## src/sv/assert_macros.svh

```systemverilog
// assertion helper macros for the marker segment filter
`ifndef ASSERT_MACROS_SVH
`define ASSERT_MACROS_SVH

// property checked on every rising clock edge, off while reset is low
`define JMS_ASSERT(lbl, clk, rstn, prop, msg) \
  lbl: assert property (@(posedge clk) disable iff (!rstn) (prop)) else $error(msg);

// condition that must never be seen
`define JMS_NEVER(lbl, clk, rstn, cond, msg) \
  lbl: assert property (@(posedge clk) disable iff (!rstn) !(cond)) else $error(msg);

`endif

```

## src/sv/jms_pkg.sv

```systemverilog
// shared types, codes and tables of the marker segment filter
`default_nettype none
package jms_pkg;

  localparam int unsigned MaxFill = 15;
  localparam int unsigned QDepth  = 4;

  localparam logic [7:0] BYTE_FF   = 8'hff;
  localparam logic [7:0] MRK_SOI   = 8'hd8;
  localparam logic [7:0] MRK_EOI   = 8'hd9;
  localparam logic [7:0] MRK_SOS   = 8'hda;
  localparam logic [7:0] MRK_DNL   = 8'hdc;
  localparam logic [7:0] MRK_APP0  = 8'he0;
  localparam logic [7:0] MRK_APP2  = 8'he2;
  localparam logic [7:0] MRK_APP14 = 8'hee;
  localparam logic [7:0] MRK_APP15 = 8'hef;
  localparam logic [7:0] MRK_COM   = 8'hfe;
  localparam logic [7:0] MRK_RST0  = 8'hd0;
  localparam logic [7:0] MRK_RST7  = 8'hd7;
  localparam logic [7:0] MRK_TEM   = 8'h01;

  localparam logic [1:0] ST_DATA = 2'd0;
  localparam logic [1:0] ST_EOI  = 2'd1;
  localparam logic [1:0] ST_ERR  = 2'd2;

  typedef struct packed {
    logic [7:0] data_byte;
    logic       end_of_file;
  } jms_in_t;

  typedef struct packed {
    logic [7:0] out_byte;
    logic [1:0] status;
    logic       run_last;
  } jms_out_t;

  typedef enum logic [2:0] {
    KIND_COPY  = 3'd0,
    KIND_DROP  = 3'd1,
    KIND_JFIF  = 3'd2,
    KIND_ADOBE = 3'd3,
    KIND_ICC   = 3'd4
  } kind_e;

  typedef enum logic [1:0] {
    BODY_NONE = 2'd0,
    BODY_JFIF = 2'd1,
    BODY_PFX  = 2'd2
  } body_e;

  // one burst of output beats, as decided by the parser
  typedef struct packed {
    logic            err;
    logic            eoi;
    logic [4:0]      ffn;
    logic [1:0]      nb;
    logic [2:0][7:0] hdr;
    body_e           body;
    logic [11:0][7:0] pfx;
  } jms_cmd_t;

  function automatic logic [7:0] sig_byte(input kind_e k, input logic [3:0] i);
    logic [7:0] r;
    r = 8'h00;
    case (k)
      KIND_JFIF: begin
        case (i)
          4'd0: r = 8'h4a; 4'd1: r = 8'h46; 4'd2: r = 8'h49; 4'd3: r = 8'h46;
          default: r = 8'h00;
        endcase
      end
      KIND_ADOBE: begin
        case (i)
          4'd0: r = 8'h41; 4'd1: r = 8'h64; 4'd2: r = 8'h6f; 4'd3: r = 8'h62;
          4'd4: r = 8'h65;
          default: r = 8'h00;
        endcase
      end
      default: begin
        case (i)
          4'd0: r = 8'h49; 4'd1: r = 8'h43; 4'd2: r = 8'h43; 4'd3: r = 8'h5f;
          4'd4: r = 8'h50; 4'd5: r = 8'h52; 4'd6: r = 8'h4f; 4'd7: r = 8'h46;
          4'd8: r = 8'h49; 4'd9: r = 8'h4c; 4'd10: r = 8'h45;
          default: r = 8'h00;
        endcase
      end
    endcase
    return r;
  endfunction

  function automatic logic sig_match(input kind_e k, input logic [11:0][7:0] buf_v);
    logic ok;
    logic [3:0] slen;
    ok = 1'b1;
    slen = (k == KIND_ICC) ? 4'd12 : 4'd5;
    for (int i = 0; i < 12; i++) begin
      if (4'(i) < slen && buf_v[i] != sig_byte(k, 4'(i))) ok = 1'b0;
    end
    return ok;
  endfunction

  function automatic logic [7:0] jfif_tail(input logic [2:0] i);
    logic [7:0] r;
    r = 8'h00;
    case (i)
      3'd2, 3'd4: r = 8'h01;
      default: r = 8'h00;
    endcase
    return r;
  endfunction

endpackage
`default_nettype wire

```

## src/sv/jpeg_metadata_stripper.sv

```systemverilog
// top level of the jpeg metadata stripper
//
//  channel    | direction | handshake                    | beat
//  -----------+-----------+------------------------------+-----------------------------
//  in         | in        | in_valid_i / in_stall_o      | one file byte, eof flag
//  out        | out       | out_valid_o / out_stall_i    | cleaned byte, status, run_last
//  config     | in        | preserve_icc_we_i            | preserve_icc bit
//
// one input beat is taken per cycle while the burst queue has room; a beat expands
// into 0 to 19 output beats, sent one per cycle by the emitter unless stalled, so
// the output side sets the sustained rate whenever bursts run longer than one beat
// the input stalls only when the four-entry burst queue is full
// reset puts the parser at the start of file and preserve_icc at 1; no clearing pass
// after end of image or an error, input beats are taken and dropped until reset
`default_nettype none
module jpeg_metadata_stripper
  import jms_pkg::*;
(
  input  wire logic     clk_i,
  input  wire logic     rst_ni,
  input  wire logic     in_valid_i,
  output logic          in_stall_o,
  input  wire jms_in_t  in_data_i,
  output logic          out_valid_o,
  input  wire logic     out_stall_i,
  output jms_out_t      out_data_o,
  input  wire logic     preserve_icc_we_i,
  input  wire logic     preserve_icc_i
);

  // config register
  logic preserve_icc_q;

  // front to queue
  logic     push, acc;
  jms_cmd_t cmd;

  // queue to back
  logic     full, empty, pop;
  jms_cmd_t head;

  always_ff @(posedge clk_i or negedge rst_ni) begin
    if (!rst_ni) begin
      preserve_icc_q <= 1'b1;
    end else if (preserve_icc_we_i) begin
      preserve_icc_q <= preserve_icc_i;
    end
  end

  // accept whenever the queue can take a burst
  assign in_stall_o = full;
  assign acc = in_valid_i && !full;

  jms_front u_front (
    .clk_i          (clk_i),
    .rst_ni         (rst_ni),
    .acc_i          (acc),
    .in_i           (in_data_i),
    .preserve_icc_i (preserve_icc_q),
    .push_o         (push),
    .cmd_o          (cmd)
  );

  jms_queue u_queue (
    .clk_i   (clk_i),
    .rst_ni  (rst_ni),
    .push_i  (push),
    .cmd_i   (cmd),
    .pop_i   (pop),
    .full_o  (full),
    .empty_o (empty),
    .head_o  (head)
  );

  // emitter owns the output register
  jms_back u_back (
    .clk_i       (clk_i),
    .rst_ni      (rst_ni),
    .empty_i     (empty),
    .head_i      (head),
    .pop_o       (pop),
    .out_valid_o (out_valid_o),
    .out_stall_i (out_stall_i),
    .out_o       (out_data_o)
  );

endmodule
`default_nettype wire

```

## src/sv/jms_front.sv

```systemverilog
// parser: takes input beats, tracks marker structure, issues output bursts
`default_nettype none
module jms_front
  import jms_pkg::*;
(
  input  wire logic     clk_i,
  input  wire logic     rst_ni,
  input  wire logic     acc_i,
  input  wire jms_in_t  in_i,
  input  wire logic     preserve_icc_i,
  output logic          push_o,
  output jms_cmd_t      cmd_o
);

`include "assert_macros.svh"

  typedef enum logic [10:0] {
    PH_SOI0    = 11'b00000000001,
    PH_SOI1    = 11'b00000000010,
    PH_MARK    = 11'b00000000100,
    PH_FILL    = 11'b00000001000,
    PH_LENHI   = 11'b00000010000,
    PH_LENLO   = 11'b00000100000,
    PH_PAYLOAD = 11'b00001000000,
    PH_ENTROPY = 11'b00010000000,
    PH_EFF     = 11'b00100000000,
    PH_DONE    = 11'b01000000000,
    PH_ERR     = 11'b10000000000
  } phase_e;

  phase_e phase_q, phase_d;
  logic [3:0] fill_q, fill_d;
  logic [7:0] marker_q, marker_d;
  logic [15:0] rem_q, rem_d;
  kind_e kind_q, kind_d;
  logic [3:0] pc_q, pc_d;
  logic seen_q, seen_d;
  logic [11:0][7:0] pfx_q;
  logic [11:0][7:0] snap;
  logic pfx_we;

  logic [7:0] b;
  logic [15:0] rem_m1, len16;
  logic [3:0] pc_inc;
  logic [16:0] total, need, cap, req;
  logic [3:0] slen;
  logic decide, sig_ok;
  logic failed, emit;
  logic recog;

  assign b = in_i.data_byte;
  assign rem_m1 = rem_q - 16'd1;
  assign pc_inc = (pc_q < 4'd12) ? pc_q + 4'd1 : pc_q;
  assign total = {1'b0, rem_m1} + 17'(pc_inc);
  assign cap = (kind_q == KIND_JFIF) ? 17'd7 : 17'd12;
  assign need = (total < cap) ? total : cap;
  assign decide = 17'(pc_inc) >= need;
  assign slen = (kind_q == KIND_ICC) ? 4'd12 : 4'd5;
  assign req = (kind_q == KIND_ADOBE) ? 17'd12 : 17'd14;
  assign len16 = total[15:0] + 16'd2;
  assign recog = (kind_q == KIND_JFIF) || (kind_q == KIND_ADOBE) || (kind_q == KIND_ICC);

  always_comb begin
    for (int i = 0; i < 12; i++) begin
      snap[i] = (pc_q == 4'(i)) ? b : pfx_q[i];
    end
  end
  assign sig_ok = (pc_inc >= slen) && sig_match(kind_q, snap);

  always_comb begin
    phase_d  = phase_q;
    fill_d   = fill_q;
    marker_d = marker_q;
    rem_d    = rem_q;
    kind_d   = kind_q;
    pc_d     = pc_q;
    seen_d   = seen_q;
    failed   = 1'b0;
    emit     = 1'b0;
    pfx_we   = 1'b0;
    cmd_o      = '0;
    cmd_o.pfx  = snap;
    cmd_o.body = BODY_NONE;
    if (acc_i) begin
      unique case (phase_q)
        PH_SOI0: begin
          if (b == BYTE_FF) phase_d = PH_SOI1;
          else failed = 1'b1;
        end
        PH_SOI1: begin
          if (b == MRK_SOI) begin
            emit = 1'b1;
            cmd_o.ffn = 5'd1;
            cmd_o.nb = 2'd1;
            cmd_o.hdr[0] = MRK_SOI;
            phase_d = PH_MARK;
          end else failed = 1'b1;
        end
        PH_MARK: begin
          if (b == BYTE_FF) begin
            fill_d = '0;
            phase_d = PH_FILL;
          end else failed = 1'b1;
        end
        PH_FILL, PH_EFF: begin
          if (b == BYTE_FF) begin
            if (32'(fill_q) >= MaxFill) failed = 1'b1;
            else fill_d = fill_q + 4'd1;
          end else if (phase_q == PH_EFF && (b == 8'h00 || b == MRK_TEM ||
                       (b >= MRK_RST0 && b <= MRK_RST7))) begin
            emit = 1'b1;
            cmd_o.ffn = 5'(fill_q) + 5'd1;
            cmd_o.nb = 2'd1;
            cmd_o.hdr[0] = b;
            phase_d = PH_ENTROPY;
          end else if (b == 8'h00 || b == MRK_SOI) begin
            failed = 1'b1;
          end else if (b == MRK_EOI) begin
            if (!seen_q) failed = 1'b1;
            else begin
              emit = 1'b1;
              cmd_o.eoi = 1'b1;
              cmd_o.ffn = 5'd1;
              cmd_o.nb = 2'd1;
              cmd_o.hdr[0] = MRK_EOI;
              phase_d = PH_DONE;
            end
          end else if (b == MRK_TEM || (b >= MRK_RST0 && b <= MRK_RST7)) begin
            emit = 1'b1;
            cmd_o.ffn = 5'(fill_q) + 5'd1;
            cmd_o.nb = 2'd1;
            cmd_o.hdr[0] = b;
            phase_d = PH_MARK;
          end else begin
            marker_d = b;
            phase_d = PH_LENHI;
          end
        end
        PH_LENHI: begin
          rem_d = {8'h00, b};
          phase_d = PH_LENLO;
        end
        PH_LENLO: begin
          if ({rem_q[7:0], b} < 16'd2) failed = 1'b1;
          else begin
            rem_d = {rem_q[7:0], b} - 16'd2;
            pc_d = '0;
            phase_d = PH_PAYLOAD;
            if (marker_q == MRK_APP0) kind_d = KIND_JFIF;
            else if (marker_q == MRK_APP14) kind_d = KIND_ADOBE;
            else if (marker_q == MRK_APP2 && preserve_icc_i) kind_d = KIND_ICC;
            else if ((marker_q >= MRK_APP0 && marker_q <= MRK_APP15) || marker_q == MRK_COM)
              kind_d = KIND_DROP;
            else begin
              kind_d = KIND_COPY;
              emit = 1'b1;
              cmd_o.ffn = 5'(fill_q) + 5'd1;
              cmd_o.nb = 2'd3;
              cmd_o.hdr[0] = marker_q;
              cmd_o.hdr[1] = rem_q[7:0];
              cmd_o.hdr[2] = b;
            end
            if (rem_d == 16'd0) begin
              if (marker_q == MRK_SOS || (marker_q == MRK_DNL && seen_q)) begin
                seen_d = 1'b1;
                phase_d = PH_ENTROPY;
              end else phase_d = PH_MARK;
            end
          end
        end
        PH_PAYLOAD: begin
          rem_d = rem_m1;
          if (kind_q == KIND_COPY) begin
            emit = 1'b1;
            cmd_o.nb = 2'd1;
            cmd_o.hdr[0] = b;
          end else if (recog) begin
            pfx_we = pc_q < 4'd12;
            pc_d = pc_inc;
            if (decide) begin
              if (!sig_ok) kind_d = KIND_DROP;
              else if (total < req) failed = 1'b1;
              else begin
                emit = 1'b1;
                cmd_o.ffn = 5'd1;
                cmd_o.nb = 2'd3;
                cmd_o.hdr[0] = marker_q;
                if (kind_q == KIND_JFIF) begin
                  cmd_o.hdr[1] = 8'h00;
                  cmd_o.hdr[2] = 8'h10;
                  cmd_o.body = BODY_JFIF;
                  kind_d = KIND_DROP;
                end else if (kind_q == KIND_ADOBE) begin
                  cmd_o.hdr[1] = 8'h00;
                  cmd_o.hdr[2] = 8'h0e;
                  cmd_o.body = BODY_PFX;
                  kind_d = KIND_DROP;
                end else begin
                  cmd_o.hdr[1] = len16[15:8];
                  cmd_o.hdr[2] = len16[7:0];
                  cmd_o.body = BODY_PFX;
                  kind_d = KIND_COPY;
                end
              end
            end
          end
          if (!failed && rem_m1 == 16'd0) begin
            if (marker_q == MRK_SOS || (marker_q == MRK_DNL && seen_q)) begin
              seen_d = 1'b1;
              phase_d = PH_ENTROPY;
            end else phase_d = PH_MARK;
          end
        end
        PH_ENTROPY: begin
          if (b != BYTE_FF) begin
            emit = 1'b1;
            cmd_o.nb = 2'd1;
            cmd_o.hdr[0] = b;
          end else begin
            fill_d = '0;
            phase_d = PH_EFF;
          end
        end
        PH_DONE, PH_ERR: begin
        end
        default: failed = 1'b1;
      endcase
      // truncated file
      if (!failed && in_i.end_of_file && phase_d != PH_DONE && phase_q != PH_DONE &&
          phase_q != PH_ERR) failed = 1'b1;
      if (failed) phase_d = PH_ERR;
    end
    cmd_o.err = failed;
    push_o = acc_i && (failed || emit);
  end

  always_ff @(posedge clk_i or negedge rst_ni) begin
    if (!rst_ni) begin
      phase_q  <= PH_SOI0;
      fill_q   <= '0;
      marker_q <= '0;
      rem_q    <= '0;
      kind_q   <= KIND_COPY;
      pc_q     <= '0;
      seen_q   <= 1'b0;
    end else begin
      phase_q  <= phase_d;
      fill_q   <= fill_d;
      marker_q <= marker_d;
      rem_q    <= rem_d;
      kind_q   <= kind_d;
      pc_q     <= pc_d;
      seen_q   <= seen_d;
    end
  end

  always_ff @(posedge clk_i) begin
    if (pfx_we) pfx_q <= snap;
  end

  `JMS_ASSERT(a_quiet_after_end, clk_i, rst_ni,
              (phase_q == PH_DONE || phase_q == PH_ERR) |-> !push_o,
              "burst issued after end of stream")
  `JMS_ASSERT(a_err_alone, clk_i, rst_ni,
              (push_o && cmd_o.err) |=> (phase_q == PH_ERR),
              "error burst without error state")

endmodule
`default_nettype wire

```

## src/sv/jms_queue.sv

```systemverilog
// short burst command queue between parser and emitter
`default_nettype none
module jms_queue
  import jms_pkg::*;
(
  input  wire logic     clk_i,
  input  wire logic     rst_ni,
  input  wire logic     push_i,
  input  wire jms_cmd_t cmd_i,
  input  wire logic     pop_i,
  output logic          full_o,
  output logic          empty_o,
  output jms_cmd_t      head_o
);

`include "assert_macros.svh"

  localparam int unsigned AW = $clog2(QDepth);

  jms_cmd_t mem_q [QDepth];
  logic [AW-1:0] wp_q, rp_q;
  logic [AW:0] cnt_q;

  assign full_o  = cnt_q == (AW+1)'(QDepth);
  assign empty_o = cnt_q == '0;
  assign head_o  = mem_q[rp_q];

  always_ff @(posedge clk_i or negedge rst_ni) begin
    if (!rst_ni) begin
      wp_q  <= '0;
      rp_q  <= '0;
      cnt_q <= '0;
    end else begin
      if (push_i) wp_q <= wp_q + 1'b1;
      if (pop_i) rp_q <= rp_q + 1'b1;
      if (push_i && !pop_i) cnt_q <= cnt_q + 1'b1;
      else if (!push_i && pop_i) cnt_q <= cnt_q - 1'b1;
    end
  end

  always_ff @(posedge clk_i) begin
    if (push_i) mem_q[wp_q] <= cmd_i;
  end

  `JMS_NEVER(a_no_overflow, clk_i, rst_ni, push_i && full_o, "push into full queue")
  `JMS_NEVER(a_no_underflow, clk_i, rst_ni, pop_i && empty_o, "pop from empty queue")

endmodule
`default_nettype wire

```

## src/sv/jms_back.sv

```systemverilog
// emitter: expands burst commands into output beats through an output register
`default_nettype none
module jms_back
  import jms_pkg::*;
(
  input  wire logic     clk_i,
  input  wire logic     rst_ni,
  input  wire logic     empty_i,
  input  wire jms_cmd_t head_i,
  output logic          pop_o,
  output logic          out_valid_o,
  input  wire logic     out_stall_i,
  output jms_out_t      out_o
);

`include "assert_macros.svh"

  logic [4:0] pos_q, pos_d;
  logic       vld_q;
  jms_out_t   out_q, beat;
  logic [4:0] blen, len, q, r;
  logic       last, load;

  always_comb begin
    case (head_i.body)
      BODY_JFIF: blen = 5'd14;
      BODY_PFX:  blen = 5'd12;
      default:   blen = 5'd0;
    endcase
  end

  assign len  = head_i.err ? 5'd1 : head_i.ffn + 5'(head_i.nb) + blen;
  assign last = pos_q == len - 5'd1;
  assign q    = pos_q - head_i.ffn;
  assign r    = q - 5'(head_i.nb);
  assign load = !empty_i && (!vld_q || !out_stall_i);
  assign pop_o = load && last;

  always_comb begin
    beat = '0;
    beat.run_last = last;
    if (head_i.err) beat.status = ST_ERR;
    else begin
      beat.status = (last && head_i.eoi) ? ST_EOI : ST_DATA;
      if (pos_q < head_i.ffn) beat.out_byte = BYTE_FF;
      else if (q < 5'(head_i.nb)) beat.out_byte = head_i.hdr[q[1:0]];
      else if (head_i.body == BODY_JFIF && r >= 5'd7) beat.out_byte = jfif_tail(3'(r - 5'd7));
      else beat.out_byte = head_i.pfx[r[3:0]];
    end
  end

  assign pos_d = last ? 5'd0 : pos_q + 5'd1;

  always_ff @(posedge clk_i or negedge rst_ni) begin
    if (!rst_ni) begin
      pos_q <= '0;
      vld_q <= 1'b0;
    end else begin
      if (load) pos_q <= pos_d;
      if (load) vld_q <= 1'b1;
      else if (!out_stall_i) vld_q <= 1'b0;
    end
  end

  always_ff @(posedge clk_i) begin
    if (load) out_q <= beat;
  end

  assign out_valid_o = vld_q;
  assign out_o = out_q;

  `JMS_ASSERT(a_err_is_last, clk_i, rst_ni,
              (vld_q && out_q.status == ST_ERR) |-> out_q.run_last,
              "error beat not last of its run")
  `JMS_ASSERT(a_eoi_is_last, clk_i, rst_ni,
              (vld_q && out_q.status == ST_EOI) |-> (out_q.run_last && out_q.out_byte == MRK_EOI),
              "bad end of image beat")

endmodule
`default_nettype wire

```

## config.mk

```make
export PLATFORM = sky130hd
export DESIGN_NAME = jpeg_metadata_stripper
export DESIGN_NICKNAME = d
export VERILOG_FILES = /design/src/sv/jms_pkg.sv /design/src/sv/jpeg_metadata_stripper.sv /design/src/sv/jms_front.sv /design/src/sv/jms_queue.sv /design/src/sv/jms_back.sv
export VERILOG_INCLUDE_DIRS = /design/src /design/src/sv
export SDC_FILE = /design/constraint.sdc
export NUM_CORES = 1
export LEC_CHECK = 0
export BUFFER_PORTS_ARGS = -buffer_cell sky130_fd_sc_hd__buf_2
export CAP_MARGIN = 25
export CORE_MARGIN = 5
export CORE_UTILIZATION = 30
export DETAILED_ROUTE_END_ITERATION = 8
export SKIP_LAST_GASP = 1
export SLEW_MARGIN = 10
export SYNTH_ARGS = -nofsm -noshare
export SYNTH_HDL_FRONTEND = slang
export SYNTH_HIERARCHICAL = 1
export SYNTH_SLANG_ARGS = --single-unit
```

## constraint.sdc

```tcl
create_clock -name clk_i -period 13.1 [get_ports clk_i]
set_input_delay 0 -clock clk_i [delete_from_list [all_inputs] [get_ports clk_i]]
set_output_delay 0 -clock clk_i [all_outputs]
set_load 0.02 [all_outputs]
```

==> results of run 1 <==
## sequential cells by signal, indices dropped and copies added, names as in the netlist
signal	flops
u_queue/mem_q	524
u_front/pfx_q	96
u_front/rem_q	16
u_back/out_o	11
u_front/phase_q	11
u_front/marker_q	8
u_back/pos_q	5
u_front/fill_q	4
u_front/pc_q	4
u_front/kind_q	3
u_queue/cnt_q	3
u_queue/rp_q	2
u_queue/wp_q	2
preserve_icc_q	1
u_back/out_valid_o	1
u_front/seen_q	1
## cell families (layout without fill, tap and decap cells)
kind of cell,after synthesis,in the layout,share of synthesized area (%)
buf+inv,203,270,2.73
simple gates,538,538,8.97
fa+ha+maj,48,48,1.98
compound gates,318,318,6.79
mux,281,281,14.8
other cells,0,1,0
flops,692,692,62.7
xor+xnor,72,72,2.03
## layout by cell type (no fill, tap or decap), types with 22 or more instances in the layout
cell	n
a21oi_1	61
buf_2	27
buf_4	32
clkbuf_16	72
dfrtp_1	57
edfxtp_1	631
ha_1	41
inv_1	75
mux2_2	74
mux2i_1	50
mux4_2	155
nand2_1	122
nand3_1	51
nand4_1	26
nor2_1	115
nor3_1	34
nor4_1	22
o21ai_0	59
xnor2_1	44
xor2_1	25
## area by class of cell
type	count	area [µm²]
Clock buffer	90	1900
Tap cell	1414	1770
Fill cell	10270	71800
Antenna cell	1	2.50
Inverter	76	285
Sequential cell	692	20500
Timing Repair Buffer	69	520
Clock inverter	35	455
Multi-Input combinational cell	1257	11400
## power by group through the flow
stage	combinational, W	clock [W]	sequential [W]
floorplan	0.00256	0	0.00298
global placement	0.00368	0	0.00301
detailed placement	0.00372	0	0.00303
CTS	0.00374	0.00209	0.00299
global route	0.00393	0.00218	0.00302
finish	0.00370	0.00205	0.00298
## metal layers
metal	global-route usage [%]	vias to the layer above	share of wire [%]
li1	-	8525	-
met1	19.1	10049	43
met2	23.0	696	48
met3	1.86	137	5.9
met4	4.33	0	2.6
met5	0	-	0
## metrics by stage
| step | power (W) | setup WS (ns) | cells | instance area [µm²] | hold slack (ns) |
|---|---|---|---|---|---|
| 6_report | 0.00872 | 3.77 | 3634 | 36800 | 0.0876 |
| 5_1_grt | 0.00912 | 3.36 | 3633 | 36800 | 0.0705 |
| 4_1_cts | 0.00881 | 3.82 | 3631 | 36700 | 0.0461 |
| 3_5_place_dp | 0.00675 | 3.87 | 3500 | 34300 | 0.236 |
| 3_3_place_gp | 0.00669 | 3.97 | 3497 | 34300 | 0.232 |
| 2_1_floorplan | 0.00554 | 3.42 | 2152 | 32700 | -0.296 |
## worst paths after layout
| path | from | endpoint | slack [ns] | depth (start not counted) |
|---|---|---|---|---|
| setup reg to reg | u_front/pc_q[2]$_DFFE_PN0P_ | u_queue/mem_q[3][12]$_DFFE_PP_ | 3.77 | 27 |
| max in group asynchronous | rst_ni | u_queue/rp_q[1]$_DFFE_PN0P_ | 12.34 | 3 |
| setup / recovery | u_front/pc_q[2]$_DFFE_PN0P_ | u_queue/mem_q[3][12]$_DFFE_PP_ | 3.77 | 27 |
| min in group asynchronous | rst_ni | u_back/pos_q[0]$_DFFE_PN0P_ | 0.12 | 3 |
| hold / removal | in_data_i[2] | u_front/rem_q[1]$_DFFE_PN0P_ | 0.09 | 3 |
| hold reg to reg | u_queue/cnt_q[2]$_DFFE_PN0P_ | u_queue/cnt_q[2]$_DFFE_PN0P_ | 0.50 | 1 |
## cells in the mapped netlist, types with 7 or more instances
cell type    n  share of area [%]
nand3b_1    12               0.28
nor3_1      34               0.52
mux2i_1     50                1.5
ha_1        42                1.6
a21oi_1     61               0.93
or2_2       11               0.21
nor2_1     116                1.3
mux4_2     155                 11
or3_1       10               0.19
a22oi_1     13               0.30
nand2b_1    16               0.31
o22ai_1     15               0.29
mux2_2      74                2.6
xnor2_1     45                1.2
buf_6       11               0.38
o21ai_1      7               0.11
or4_1       15               0.34
nor4_1      23               0.44
nand3_1     51               0.78
nand2_1    122                1.4
xor2_1      25               0.67
a22o_1      18               0.48
a31oi_1     14               0.27
clkbuf_1    77               0.88
inv_1       75               0.86
dfrtp_1     59                4.5
nand4_1     26               0.50
o21ai_0     59               0.90
nor2b_1     13               0.25
edfxtp_1   631                 58
and3_1      14               0.27
o2bb2ai_1    8               0.21
a21o_1      10               0.23
nor3b_1     14               0.32
and2_1      13               0.25
o221ai_1     8               0.21
o21a_1      14               0.32
buf_2       31               0.47
a211oi_1    10               0.23
## critical path: stages, from the launching register on
cell and delay, ns:
dfrtp_1 0.75, nand3b_1 0.53, o21a_1 0.34, ha_1 0.41
nand2b_1 0.11, a21oi_1 0.50, o21a_2 0.33, o211ai_4 0.12
or4_4 0.55, and2_4 0.19, nor4_1 0.48, and2_1 0.28
nor2_1 0.07, a21o_1 0.17, ha_1 0.26, nand2b_1 0.10
a21o_1 0.12, a21o_1 0.11, a21o_1 0.20, nand3_1 0.11
a211oi_1 0.19, or4b_4 0.53, a41o_1 0.26, nor2_2 0.21
o21ai_2 0.15, nand3b_4 0.15, and2_4 0.79, buf_4 0.77
==> out/summary.txt, run 1 <==
Crit path DAT: 9.55 ns
Worst slew slack as a fraction of its limit: 30.3%
P per Cell Area: 237 mW/mm²
Lkg Pwr: 12.1 nW
Status: complete, no violations
Clock skew: 0.0438 ns
Count of instances resized after the clock tree is built: 0
Number of buffers inserted by post-CTS setup repair: 0
Initial Utilization: 30.1%
Number of storage elements in the synthesis netlist: 692
I/O pin count: 28
Overflow left after global routing: 0
Fmax: 0.107 GHz
Vias: 19,407
Global-route wire length before repair: 125,000 µm
Final RePlAce weighted congestion: 0.890
Global Route Usage Sum: 13.9%
Worst IR Drop VDD: 0.335 mV
Summed negative setup slack over all endpoints: 0 ns
Setup violators final: 0
Average size of a mapped cell: 15.2 µm²
CTS Root Buffer Type: clkbuf_16
Die span in y: 340 µm
Detailed-route vias per instance: 5.34
Number of nets in the final layout: 2,229
Overall routed net length: 82,000 µm
Number of nets in the synthesized netlist: 2,215
Share of flip-flops with an asynchronous set or reset: 8.82%
Initial drt markers: 1,921
Sequential-to-total area share from yosys stat: 62.7%
Maximum fanout along the worst path: 60
DRT Pass-1 Iters: 5
Number of nets with antenna violations after routing: 0
Tcrit/Tclk final: 71.2%
Maximum number of pins on one net before global-route repair: 101
Worst slew pin tran: 1.05 ns
Critical Path RT: 13.32 ns
Buffers on Ports: 27
Type of element launching the critical path: flop
Switching power: 0.00326 W
Post-synthesis to final-layout area growth: 12.5%
Residual DRC: 0
TritonCTS clock tree: yes
Clock Tree Buf Depth: 3
Wire length per cell after detailed routing: 22.6 µm
Number of failing hold endpoints at the final stage: 0
Final core utilization: 33.9%
Hold Path Class: in -> reg
Clock network fraction of design power: 23.4%
Quantity of hold-fixing buffers added after cts: 6
Int Power: 0.00546 W
Proportion of power drawn by combinational gates: 42.4%
Number of buffers added by the clock tree synthesis step: 70
Fraction of final layout cells with drive strength greater than 1: 21.0%
Width of the chip: 340 µm
Primary FF master, synth: edfxtp_1
Startpoint-to-endpoint class of the critical path: reg -> reg
Crit path capture type: flop
Number of antenna violations at the first check in global routing: 3
Syn Std Cell Area: 0.0327 mm²
RSZ-0062 raised after global routing: false
Sequential fraction of design power: 34.2%
Clock Pin Slew Worst Setup and Hold Paths: 0.06 ns
Floorplan core area: 0.109 mm²
Cells after Synth: 2,152
Row Count: 121
H-tree Lvls: 3
Number of global-route vias before repair: 19,513
Area of the die: 0.116 mm²
Tmin final: 9.33 ns
Number of max-slew violations in the final report: 0
Fraction of power spent switching nets: 37.4%
Max-cap violations: 0
Number of warnings issued by yosys: 6
Number of flops mapped to enable cells by yosys: 631
Latest clock arrival within the worst-skew pair: 0.63 ns
Post-DP HPWL: 53,200 µm
# clock sinks: 692
Netlist cell types: 109
Note: power is estimated with default switching activity, not from simulation.
==> run 2, diff against run 1 <==
Clock period 13.1 ns to 9.27 ns, I/O delays scaled along.
==> run 2 against run 1 <==
Non-clock buffer count grew 5. Flip-flop and latch count unchanged. Clock-buffer cell count is 7 lower. Via count is 0.49% higher. Sequential power increased by 42%. Power up 42%. Fmax is 11% higher. Utilization is 0.16 points higher. Largest cell class unchanged.
==> out/summary.txt, run 2 (synthesis gave the netlist of run 1 again) <==
Crit path DAT: 8.89 ns
Count of instances resized after the clock tree is built: 0
Most frequent cells in the layout: edfxtp_1, mux4_2, nand2_1, nor2_1, inv_1
Fraction of final layout cells with drive strength greater than 1: 21.2%
Number of buffers inserted by post-CTS setup repair: 0
Proportion of power drawn by combinational gates: 42.2%
Overall routed net length: 82,400 µm
Number of max-slew violations in the final report: 0
Fmax: 0.119 GHz
Registers with the highest flip-flop counts: u_queue/mem_q: 524 flops, u_front/pfx_q: 96 flops, u_front/rem_q: 16 flops
Fraction of power spent switching nets: 37.2%
Area of the die: 0.116 mm²
Finished layout cell area: 0.0369 mm²
Final RePlAce weighted congestion: 0.864
Slowest library cell on the worst path: dfrtp_1
Crit path capture type: flop
Worst path max stage delay: 0.75 ns
Setup WS post-layout: 0.877 ns
Number of nets with antenna violations after routing: 0
Beginning of the critical path: u_front/pc_q[2]$_DFFE_PN0P_
Number of antenna violations at the first check in global routing: 5
Vias: 19,503
Worst IR Drop VDD: 0.509 mV
Worst slew pin tran: 1.07 ns
Placement Cell Area: 0.0345 mm²
Filler instances: 10,214
Global-route wire length before repair: 124,000 µm
Detailed-route vias per instance: 5.35
Setup slack after placement: 0.984 ns
Tcrit/Tclk final: 90.5%
Int Power: 0.00778 W
DRT Pass-1 Iters: 5
Buffers plus inverters on the worst setup path: 3
Initial drt markers: 1,846
Lkg Pwr: 12.1 nW
CP top delay family: simple AND/OR/NAND/NOR gates
Startpoint-to-endpoint class of the critical path: reg -> reg
Floorplan core area: 0.109 mm²
Beginning of the worst register-to-register path: u_front/pc_q[2]$_DFFE_PN0P_
Post-DP HPWL: 54,000 µm
Initial Utilization: 30.1%
Maximum number of pins on one net before global-route repair: 72
H-tree Lvls: 3
Residual DRC: 0
Number of buffers added by the clock tree synthesis step: 73
Summed negative setup slack over all endpoints: 0 ns
Latest clock arrival within the worst-skew pair: 0.63 ns
Clock Pin Slew Worst Setup and Hold Paths: 0.06 ns
Post-synthesis to final-layout area growth: 13.1%
Setup violators final: 0
# clock sinks: 692
Total power draw: 0.0124 W
RSZ-0062 raised after global routing: false
Critical Path RT: 9.77 ns
Switching power: 0.00460 W
Max-cap violations: 0
Number of failing hold endpoints at the final stage: 0
Final core utilization: 34.0%
Leading cell type in the layout, fill and taps excluded: edfxtp_1
Number of nets in the final layout: 2,237
Die span in y: 340 µm
Status: complete, no violations
Buffers on Ports: 27
Largest register FFs: 524
Number of global-route vias before repair: 19,464
TritonCTS clock tree: yes
Clock Tree Buf Depth: 3
Tmin final: 8.39 ns
Worst slew slack as a fraction of its limit: 28.2%
Sequential fraction of design power: 34.1%
Clock skew: 0.0338 ns
CTS Root Buffer Type: clkbuf_16
Hold Path Class: in -> reg
I/O pin count: 28
Maximum fanout along the worst path: 22
Row Count: 121
Overflow left after global routing: 0
Type of element launching the critical path: flop
Quantity of hold-fixing buffers added after cts: 7
Largest register by flop count: u_queue/mem_q
Global Route Usage Sum: 13.9%
Width of the chip: 340 µm
Wire length per cell after detailed routing: 22.6 µm
Cell type with the highest occurrence count on the critical path: a21o_1
Clock network fraction of design power: 23.7%
Launch point of the worst hold path: in_data_i[2]
P per Cell Area: 335 mW/mm²
run 2: power groups by stage:
| stage | clock (W) | sequential [W] | combinational (W) |
|---|---|---|---|
| global route | 0.00314 | 0.00427 | 0.00560 |
| global placement | 0 | 0.00426 | 0.00522 |
| floorplan | 0 | 0.00418 | 0.00362 |
| CTS | 0.00300 | 0.00423 | 0.00530 |
| detailed placement | 0 | 0.00429 | 0.00527 |
| finish | 0.00293 | 0.00422 | 0.00522 |
run 2: path summary, 6_finish.rpt:
path	end	slack [ns]	cells past startpoint
max	u_queue/cnt_q[1]$_DFFE_PN0P_	0.88	32
min	u_front/rem_q[1]$_DFFE_PN0P_	0.06	3
max reg2reg	u_queue/cnt_q[1]$_DFFE_PN0P_	0.88	32
min reg2reg	u_queue/cnt_q[2]$_DFFE_PN0P_	0.49	1
max in group asynchronous	u_queue/rp_q[1]$_DFFE_PN0P_	8.51	3
min in group asynchronous	u_back/pos_q[2]$_DFFE_PN0P_	0.11	3
run 2: final cells by class:
type / instances / area (µm²) / area share [%]
Timing Repair Buffer: 74 / 638 / 1.73
Inverter: 76 / 285 / 0.772
Clock buffer: 83 / 1890 / 5.10
Tap cell: 1414 / 1770 / 4.79
Clock inverter: 50 / 531 / 1.44
Multi-Input combinational cell: 1257 / 11400 / 30.7
Sequential cell: 692 / 20500 / 55.4
Antenna cell: 1 / 2.50 / 0.00677
run 2: per-stage QoR:
stage | hold slack [ns] | std cells
2_1_floorplan | -0.296 | 2152
3_3_place_gp | 0.232 | 3504
3_5_place_dp | 0.236 | 3506
4_1_cts | 0.0216 | 3646
5_1_grt | 0.0603 | 3646
6_report | 0.0580 | 3647
run 2: worst min-delay path, cell delays in order:
cell     delay (ns)
buf_2          0.29
a21oi_1        0.25
a21oi_1        0.08
run 2: per-layer routing:
metal	global-route usage (%)	wire, µm	vias to the layer above
met5	0	12	-
met4	4.80	2460	2
met3	2.73	5590	141
met2	22.0	38500	688
met1	19.4	35800	10126
li1	-	-	8546
==> run 3, diff against run 2 <==
Settings changed: ABC_AREA from default to 1.
==> run 3 against run 2 <==
Clock power up 6%. Power grew 7.8%. Setup slack gained 0.81 ns. Sequential share of layout area decreased by 3.5 points. Flip-flop and latch count did not move. Area after synthesis is 7.7% higher. Routed wire length up 17%. Utilization decreased by 0.16 points. Sequential power is 3% lower. Largest cell class unchanged.
==> out/summary.txt, run 3 <==
Status: complete, no violations
Clock Tree Buf Depth: 3
Reg2reg setup slack: 1.68 ns
TritonCTS clock tree: yes
Beginning of the worst register-to-register path: u_front/pc_q[1]$_DFFE_PN0P_
Tmin final: 7.59 ns
Fraction of final layout cells with drive strength greater than 1: 11.8%
Global-route wire length before repair: 145,000 µm
Width of the chip: 352 µm
Number of failing hold endpoints at the final stage: 0
Destination of the worst register-to-register timing path: u_queue/mem_q[1][65]$_DFFE_PP_
Post-synthesis to final-layout area growth: 12.1%
Number of buffers added by the clock tree synthesis step: 79
Syn Std Cell Area: 0.0352 mm²
Number of warnings issued by yosys: 6
CTS Root Buffer Type: clkbuf_16
Filler instances: 11,752
Number of antenna violations at the first check in global routing: 4
Smallest hold slack: 0.0707 ns
Worst r2r path cells: 35
Cell type with the highest aggregate area in the netlist: edfxtp_1
Finished Layout Cells: 5,088
Initial Utilization: 30.2%
Number of storage elements in the synthesis netlist: 692
Worst slew slack as a fraction of its limit: 22.5%
H-tree Lvls: 3
Leading post-synthesis cells by instance count: nand2_1, edfxtp_1, inv_1, nor2_1, o211ai_1
Fmax: 0.132 GHz
DRT Pass-1 Iters: 6
Cells after Synth: 3,494
Primary FF master, synth: edfxtp_1
Largest register by flop count: u_queue/mem_q
Final RePlAce weighted congestion: 0.929
Detailed-route vias per instance: 4.91
Most frequent cells in the layout: nand2_1, edfxtp_1, inv_1, nor2_1, o211ai_1
Post-DP HPWL: 63,000 µm
Residual DRC: 0
Average size of a mapped cell: 10.1 µm²
Number of nets in the synthesized netlist: 3,557
# clock sinks: 692
Type of element launching the critical path: flop
Share of flip-flops with an asynchronous set or reset: 8.82%
Die span in y: 352 µm
Initial drt markers: 2,282
P per Cell Area: 339 mW/mm²
Global Route Usage Sum: 15.0%
Summed negative setup slack over all endpoints: 0 ns
Worst path max stage delay: 0.66 ns
Cell type with the highest occurrence count on the critical path: nand2_1
Row Count: 125
Lkg Pwr: 15.4 nW
RSZ-0062 raised after global routing: false
Floorplan core area: 0.116 mm²
Latest clock arrival within the worst-skew pair: 0.65 ns
Hold Path Class: in -> async
Sequential-to-total area share from yosys stat: 58.2%
Slowest library cell on the worst path: inv_6
Number of max-slew violations in the final report: 0
Tcrit/Tclk final: 81.8%
Cell types occupying the most area after synthesis: edfxtp_1, nand2_1, inv_1, dfrtp_1, o211ai_1
Largest register FFs: 524
I/O pin count: 28
Number of flops mapped to enable cells by yosys: 631
Most common cell in the synthesized netlist: nand2_1
Startpoint-to-endpoint class of the critical path: reg -> reg
Number of nets with antenna violations after routing: 0
Clock Pin Slew Worst Setup and Hold Paths: 0.06 ns
Max-cap violations: 0
Setup violators final: 0
Maximum number of pins on one net before global-route repair: 168
Number of nets in the final layout: 3,564
Overflow left after global routing: 0
Wire length per cell after detailed routing: 19.0 µm
Overall routed net length: 96,700 µm
Placed insts: 4,932
Vias: 25,001
Registers with the highest flip-flop counts: u_queue/mem_q: 524 flops, u_front/pfx_q: 96 flops, u_front/rem_q: 16 flops
Crit path capture type: flop
Crit path DAT: 7.90 ns
Critical Path RT: 9.58 ns
Worst IR Drop VDD: 0.326 mV
Buffers on Ports: 27
Clock skew: 0.0539 ns
Area fraction of the dominant cell type after synthesis: 53.9%
Maximum fanout along the worst path: 72
Worst slew pin tran: 1.16 ns
Netlist cell types: 71
Leading cell type in the layout, fill and taps excluded: nand2_1
Number of global-route vias before repair: 23,504
Area of the die: 0.124 mm²
[run 3: critical path, delay by kind of cell (launching register included)]
family	cells	cell delay (ns)
AOI/OAI and AO/OA	5	1.16
adders and majority gates	4	1.23
buffers and inverters	5	1.35
DFF	1	0.41
and+or+nand+nor	21	3.03
[run 3: logic make-up after synthesis]
logic type	count (synthesis)	share of synthesized area (%)
and+or+nand+nor	1349	16.6
DFF	692	58.2
buffers and inverters	690	8.47
AOI/OAI and AO/OA	670	13.8
adders and majority gates	48	1.84
xor gates and xnor gates	45	1.14
[run 3: repair_timing]
action	4_1_cts	5_1_grt
setup buffers	0	0
hold endpoints to repair	87	0
gates resized for setup	0	0
hold buffers	12	0
[run 3: worst max path at each step]
stage,slack [ns],from,end,depth (start not counted)
finish,1.68,u_front/pc_q[1]$_DFFE_PN0P_,u_queue/mem_q[1][65]$_DFFE_PP_,35
CTS,1.73,u_front/pc_q[1]$_DFFE_PN0P_,u_queue/mem_q[1][69]$_DFFE_PP_,38
global placement,1.89,u_front/pc_q[1]$_DFFE_PN0P_,u_queue/mem_q[1][69]$_DFFE_PP_,35
global route,0.93,u_front/pc_q[1]$_DFFE_PN0P_,u_queue/mem_q[1][70]$_DFFE_PP_,38
detailed placement,1.79,u_front/pc_q[1]$_DFFE_PN0P_,u_queue/mem_q[1][73]$_DFFE_PP_,38
floorplan,0.74,u_front/phase_q[10]$_DFFE_PN0P_,u_front/pfx_q[0]$_DFFE_PP_,8
[run 3: per-layer routing]
metal,wire (µm),part of all wire (%),global-route usage (%)
met4,3670,3.8,5.57
met5,0,0,0
met2,43400,45,23.5
met3,6410,6.6,2.40
met1,43200,45,21.0
[run 3: cell type report]
type | count | area [µm²] | share of cell area (%)
antenna | 2 | 5.00 | 0.0127
clock buffer | 96 | 2110 | 5.36
clock inverter | 46 | 485 | 1.23
inverter | 534 | 2040 | 5.17
multi-input combinational | 2112 | 11700 | 29.8
sequential | 692 | 20500 | 52.0
tap | 1524 | 1910 | 4.84
timing repair buffer | 82 | 653 | 1.66
[run 3: power by group]
group | total, W | internal (W) | leakage [nW] | switching (W)
clock network | 0.00310 | 0.00181 | 1.26 | 0.00129
registers | 0.00409 | 0.00388 | 6.45 | 0.000210
logic | 0.00616 | 0.00170 | 7.66 | 0.00446
[run 3: metrics by stage]
step                      utilization, %  power (W)  instance area [µm²]  setup WS [ns]
after floorplan                        -    0.00835                35200          0.737
after global placement              31.5     0.0102                36700           1.89
after detailed placement            31.5     0.0103                36700           1.79
after CTS                           33.9     0.0134                39400           1.73
after global routing                33.9     0.0141                39400          0.933
final                               33.9     0.0133                39400           1.68
